===== src/design/rau_pkg.sv =====
package rau_pkg;

  localparam logic [1:0] KIND_ADD = 2'd0;
  localparam logic [1:0] KIND_SUB = 2'd1;
  localparam logic [1:0] KIND_MUL = 2'd2;
  localparam logic [1:0] KIND_DIV = 2'd3;

  localparam logic [1:0] ST_OK       = 2'd0;
  localparam logic [1:0] ST_ZERO_DEN = 2'd1;
  localparam logic [1:0] ST_DIV_ZERO = 2'd2;
  localparam logic [1:0] ST_OVERFLOW = 2'd3;

  typedef struct packed {
    logic load;
    logic mul;
    logic sum;
    logic twos;
    logic gcd;
    logic div_start;
    logic div_sel_den;
    logic div_step;
    logic store_num;
    logic store_den;
    logic out_load;
  } rau_cmd_t;

  typedef struct packed {
    logic early_err;
    logic ga_zero;
    logic both_even;
    logic div_last;
  } rau_stat_t;

endpackage


===== src/design/rau_ctrl.sv =====
module rau_ctrl
  import rau_pkg::*;
(
  input  logic      clk,
  input  logic      rst,
  input  logic      in_valid,
  output logic      in_ready,
  output logic      out_valid,
  input  logic      out_ready,
  input  rau_stat_t stat,
  output rau_cmd_t  cmd
);

  typedef enum logic [10:0] {
    S_IDLE = 11'b000_0000_0001,
    S_MUL  = 11'b000_0000_0010,
    S_SUM  = 11'b000_0000_0100,
    S_TWOS = 11'b000_0000_1000,
    S_GCD  = 11'b000_0001_0000,
    S_LDN  = 11'b000_0010_0000,
    S_DIVN = 11'b000_0100_0000,
    S_LDD  = 11'b000_1000_0000,
    S_DIVD = 11'b001_0000_0000,
    S_FIN  = 11'b010_0000_0000,
    S_OUT  = 11'b100_0000_0000
  } state_t;

  state_t state, state_next;
  logic   out_free;

  assign in_ready = (state == S_IDLE);
  assign out_free = !out_valid || out_ready;

  always_comb begin
    state_next = state;
    cmd = '0;
    case (state)
      S_IDLE: begin
        if (in_valid) begin
          cmd.load = 1'b1;
          state_next = S_MUL;
        end
      end
      S_MUL: begin
        cmd.mul = 1'b1;
        state_next = stat.early_err ? S_OUT : S_SUM;
      end
      S_SUM: begin
        cmd.sum = 1'b1;
        state_next = S_TWOS;
      end
      S_TWOS: begin
        if (stat.ga_zero) begin
          state_next = S_OUT;
        end else if (stat.both_even) begin
          cmd.twos = 1'b1;
        end else begin
          state_next = S_GCD;
        end
      end
      S_GCD: begin
        if (stat.ga_zero) begin
          state_next = S_LDN;
        end else begin
          cmd.gcd = 1'b1;
        end
      end
      S_LDN: begin
        cmd.div_start = 1'b1;
        state_next = S_DIVN;
      end
      S_DIVN: begin
        cmd.div_step = 1'b1;
        if (stat.div_last) state_next = S_LDD;
      end
      S_LDD: begin
        cmd.store_num = 1'b1;
        cmd.div_start = 1'b1;
        cmd.div_sel_den = 1'b1;
        state_next = S_DIVD;
      end
      S_DIVD: begin
        cmd.div_step = 1'b1;
        if (stat.div_last) state_next = S_FIN;
      end
      S_FIN: begin
        cmd.store_den = 1'b1;
        state_next = S_OUT;
      end
      S_OUT: begin
        if (out_free) begin
          cmd.out_load = 1'b1;
          state_next = S_IDLE;
        end
      end
      default: state_next = S_IDLE;
    endcase
  end

  always_ff @(posedge clk) begin
    if (rst) begin
      state <= S_IDLE;
      out_valid <= 1'b0;
    end else begin
      state <= state_next;
      if (cmd.out_load) out_valid <= 1'b1;
      else if (out_ready) out_valid <= 1'b0;
    end
  end

endmodule


===== config.mk =====
export PLATFORM = sky130hd
export DESIGN_NAME = rau_ctrl
export DESIGN_NICKNAME = d
export VERILOG_FILES = /design/src/design/rau_pkg.sv /design/src/design/rau_ctrl.sv
export SDC_FILE = /design/constraint.sdc
export NUM_CORES = 1
export LEC_CHECK = 0
export BUFFER_PORTS_ARGS = -buffer_cell sky130_fd_sc_hd__buf_4
export CAP_MARGIN = 10
export CORE_MARGIN = 2
export CORE_UTILIZATION = 35
export DETAILED_ROUTE_END_ITERATION = 6
export HOLD_SLACK_MARGIN = 0.1
export PLACE_DENSITY_LB_ADDON = 0.1
export SLEW_MARGIN = 20
export SYNTH_ARGS = -nofsm -noshare
export SYNTH_HDL_FRONTEND = slang
export SYNTH_SLANG_ARGS = --single-unit
export TNS_END_PERCENT = 10

===== constraint.sdc =====
create_clock -name clk -period 3.3 [get_ports clk]
set_clock_uncertainty 0.15 [all_clocks]
set_input_delay 0.495 -clock clk [delete_from_list [all_inputs] [get_ports clk]]
set_output_delay 0.495 -clock clk [all_outputs]
set_load 0.02 [all_outputs]

* After elaboration in Yosys (flattened, before gate mapping)
Cells that the tools add are included.
** Word-level totals
- Register bits :: 12
- Input bits :: 8
- Logic and storage cells :: 51
** Operators by class
- Mux-type cells :: 26
- Eq/ne operators :: 17
- Reduce and logical (&&, ||, !) cells :: 6
** Operators with widths (count)
- $pmux W11 S11 :: 1
- $mux W11 :: 8
- $mux W1 :: 17
- $eq A11 B1 Y1 const B :: 1
- $eq A11 B10 Y1 const B :: 1
- $eq A11 B11 Y1 const B :: 1
- $eq A11 B2 Y1 const B :: 1
- $eq A11 B3 Y1 const B :: 1
- $eq A11 B4 Y1 const B :: 1
- $eq A11 B5 Y1 const B :: 1
- $eq A11 B6 Y1 const B :: 1
- $eq A11 B7 Y1 const B :: 1
- $eq A11 B8 Y1 const B :: 1
- $eq A11 B9 Y1 const B :: 1
- $ne A2 B2 Y1 const B :: 5
- $reduce_and A6 Y1 :: 1
- $reduce_or A2 Y1 :: 2
- $ne A3 B3 Y1 const B :: 1
- $reduce_bool A2 Y1 :: 1
- $logic_not A1 Y1 :: 1
- $logic_or A1 B1 Y1 :: 1

* Longest topological paths before layout
- Depth in word-level cells :: 5
- Mapped depth :: 6
- Gate-level depth less buffers :: 5

* Worst setup path before layout
Ideal clock, no wire load.
- Path kind :: reg-to-output
- Start point :: reg state[8]
- End point :: out cmd[4] (netlist bit)
- Path slack :: 0.907 ns
- Stages on the path, launching flop included :: 5
- Arrival :: 1.748 ns
- Cell sequence :: dfxtp_1 nor3_1 nand2_1 nor3_1 buf_4
** RTL lines
- start, declared :: RTL line rau_ctrl.sv:28 : state_t state, state_next;
- start signal, assigned :: RTL line rau_ctrl.sv:105 : state <= state_next;
- end, declared :: RTL line rau_ctrl.sv:11 : output rau_cmd_t cmd

==> results.sh <==
export IMPL_synth_edf_count=0
export IMPL_postRouteAntennaNets=0
export IMPL_grt_pass1_wl_um=3190
export IMPL_hold_buffers=0
export IMPL_async_flop_share=0
export IMPL_yosysTopAreaCell="dfxtp_1"
export IMPL_yosys_top_cells_count="dfxtp_1 (12), nor3_1 (7), nor2_1 (6), nor4_1 (6), nand2_1 (5)"
export IMPL_dpl_cell_area_sq_um=910
export IMPL_critPathKind="reg -> out"
export IMPL_slew_headroom=0.691
export IMPL_fin_cells=136
export IMPL_worst_pin_slew_ps=461
export IMPL_nFillCells=212
export IMPL_fp_coreArea_sq_um=2000
export IMPL_syn_nets=97
export IMPL_antennaDiodeCount=0
export IMPL_initial_core_util=0.376
export IMPL_cp_start_kind="flip-flop"
export IMPL_cts_resized_gates=0
export IMPL_slew_violations=0
export IMPL_yosys_cell_count_top_type="dfxtp_1"
export IMPL_drive_above_1_share=0.275
export IMPL_routed_wl_um=1990
export IMPL_avgSynthCellArea_sq_um=8.46
export IMPL_cp_required_ps=2650
export IMPL_cts_buffers=3
export IMPL_p_per_area_nw_per_um2=393
export IMPL_worstSkewPairLatency_ps=290
export IMPL_vias=793
export IMPL_power_leakage_nw=0.394
export IMPL_first_global_vias=721
export IMPL_setup_worst_path_start="state[8]"
export IMPL_ys_ff_latch=12
export IMPL_cts_tree="built"
export IMPL_path_cells="nor3_1 > nand2_1 > nor3_2 > buf_4"
export IMPL_finalHoldViolations=0
export IMPL_worst_hold_startpoint="stat[3]"
export IMPL_dp_hpwl_um=1490
export IMPL_hp_class="in -> reg"
export IMPL_yosysSeqAreaShare=0.319
export IMPL_ir_drop_uv=171
export IMPL_post_place_cells=132
export IMPL_cts_sinks=12
export IMPL_die_w_um=50.4
export IMPL_min_period_over_period=0.825
export IMPL_fin_area_sq_um=946
export IMPL_track_usage=0.167
export IMPL_rsz0062_at_grt="no"
export IMPL_path_max_fanout=7
export IMPL_syn2layout_area_growth_pct=25.6
export IMPL_critPathCaptureType="output port"
export IMPL_synth_top_area_share=0.319
export IMPL_fin_crit_ps=2720
export IMPL_path_clk_slew_ps=90
export IMPL_nets=118
export IMPL_ctsRootBufferMaster="clkbuf_4"
export IMPL_place_congestion=0.849
export IMPL_clockBufferDepth=2
export IMPL_critPathArrivalTime_ps=2080
export IMPL_grt_max_degree=11
export IMPL_synth_area_leaders="dfxtp_1 (32%), nor4_1 (5.0%), nor3_1 (4.7%)"
export IMPL_grt_ovfl_total=0
export IMPL_cts_setup_buffers=0
export IMPL_critPathMaxStageDelay_ps=470
export IMPL_vias_per_cell=5.83
export IMPL_antenna_found_initial=0
export IMPL_synthCells=89
export IMPL_drtIter0Drc=15
export IMPL_max_cap_violations=0
export IMPL_post_drt_wl_per_cell_um=14.6
export IMPL_synth_cell_area_sq_um=753
export IMPL_regToRegStartpoint="state[0]"
export IMPL_crit_slowest_cell="nor3_2"
export IMPL_io_pin_count=21
export IMPL_ys_warn_count=0
export IMPL_seqCellArea_sq_um=240
export IMPL_outcome="finished clean"
export IMPL_multi_input_area_sq_um=470
export IMPL_htree_levels=1
export IMPL_die_area_sq_um=2540
export IMPL_core_rowCount=16
export IMPL_setup_viol=0
export IMPL_fp_dieH_um=50.4
export IMPL_tns_ps=0
export IMPL_port_buffer_count=20
export IMPL_clock_fmax_mhz=367
export IMPL_drc=0
export IMPL_synthFlopType="dfxtp_1"
export IMPL_synth_cell_types=41
export IMPL_power_mw=0.372
export IMPL_firstDrtPassIters=4
-- per-layer routing --
metal	GRT usage	share of wire	vias to the layer above
li1	-	-	381
met1	0.218	0.45	364
met2	0.272	0.47	41
met3	0.0268	0.066	7
met4	0.0676	0.016	0
met5	0	0	-
-- state kept, by name, summed over array words and instances (netlist names) --
register and flops:
state 11, out_valid 1
-- cell usage in the layout (no fill, tap or decap), drive strengths merged --
| cell type | count |
|---|---|
| buf | 20 |
| dfxtp | 12 |
| nor3 | 8 |
| nor4 | 6 |
| nor2 | 6 |
| nand2 | 5 |
| nor2b | 4 |
| inv | 4 |
| clkbuf | 4 |
| nor3b | 3 |
| or4 | 3 |
| nand3b | 2 |
| nand2b | 2 |
| and2 | 2 |
| or3 | 2 |
| nand4 | 2 |
| o21a | 2 |
| o21ai | 2 |
| a31oi | 2 |
| or4b | 2 |
| and3 | 1 |
| xor2 | 1 |
| xnor2 | 1 |
| or4bb | 1 |
| o41a | 1 |
| o2111ai | 1 |
| nor4b | 1 |
| o211ai | 1 |
| o22a | 1 |
| o31ai | 1 |
| o41ai | 1 |
| a21oi | 1 |
| nand3 | 1 |
| a32oi | 1 |
| and4b | 1 |
| o2bb2ai | 1 |
-- final timing paths --
kind	to	slack (ps)	cells after the start
setup / recovery	cmd[6]	580	4
hold / removal	state[2]	240	2
hold reg to reg	out_valid	360	2
setup reg to reg	state[9]	1200	4
-- final cells by class --
cell class,count,share of cell area
Clock buffer,4,0.0384
Inverter,4,0.0159
Multi-Input combinational cell,69,0.497
Sequential cell,12,0.254
Tap cell,27,0.0357
Timing Repair Buffer,20,0.159
-- through the flow --
step                      worst slack [ps]  utilization  hold WS, ps
after floorplan                        907            -          344
after global placement                 958        0.454          348
after detailed placement               944        0.454          341
after CTS                              628        0.473          228
after global routing                   413        0.473          224
final                                  577        0.473          238
-- worst max-delay path, delay by kind of cell, from the launching register on --
family        cells  cell delay [ps]
simple gates      3             1190
buf+inv           1              230
flops             1              370
-- report_power, final --
part / leakage [nW] / switching, mW / internal (mW)
Clock: 0.0210 / 0.0574 / 0.0672
Sequential: 0.0972 / 0.00684 / 0.151
Combinational: 0.276 / 0.0525 / 0.0375
-- kinds of logic (layout without fill, tap and decap cells) --
kind of cell    Yosys count  count (layout)  synth area share
xor+xnor                  2               2            0.0233
flops                    12              12             0.319
compound gates           15              15             0.166
simple gates             52              52             0.435
buf+inv                   8              28            0.0565
(Power assumes the default switching activity.)
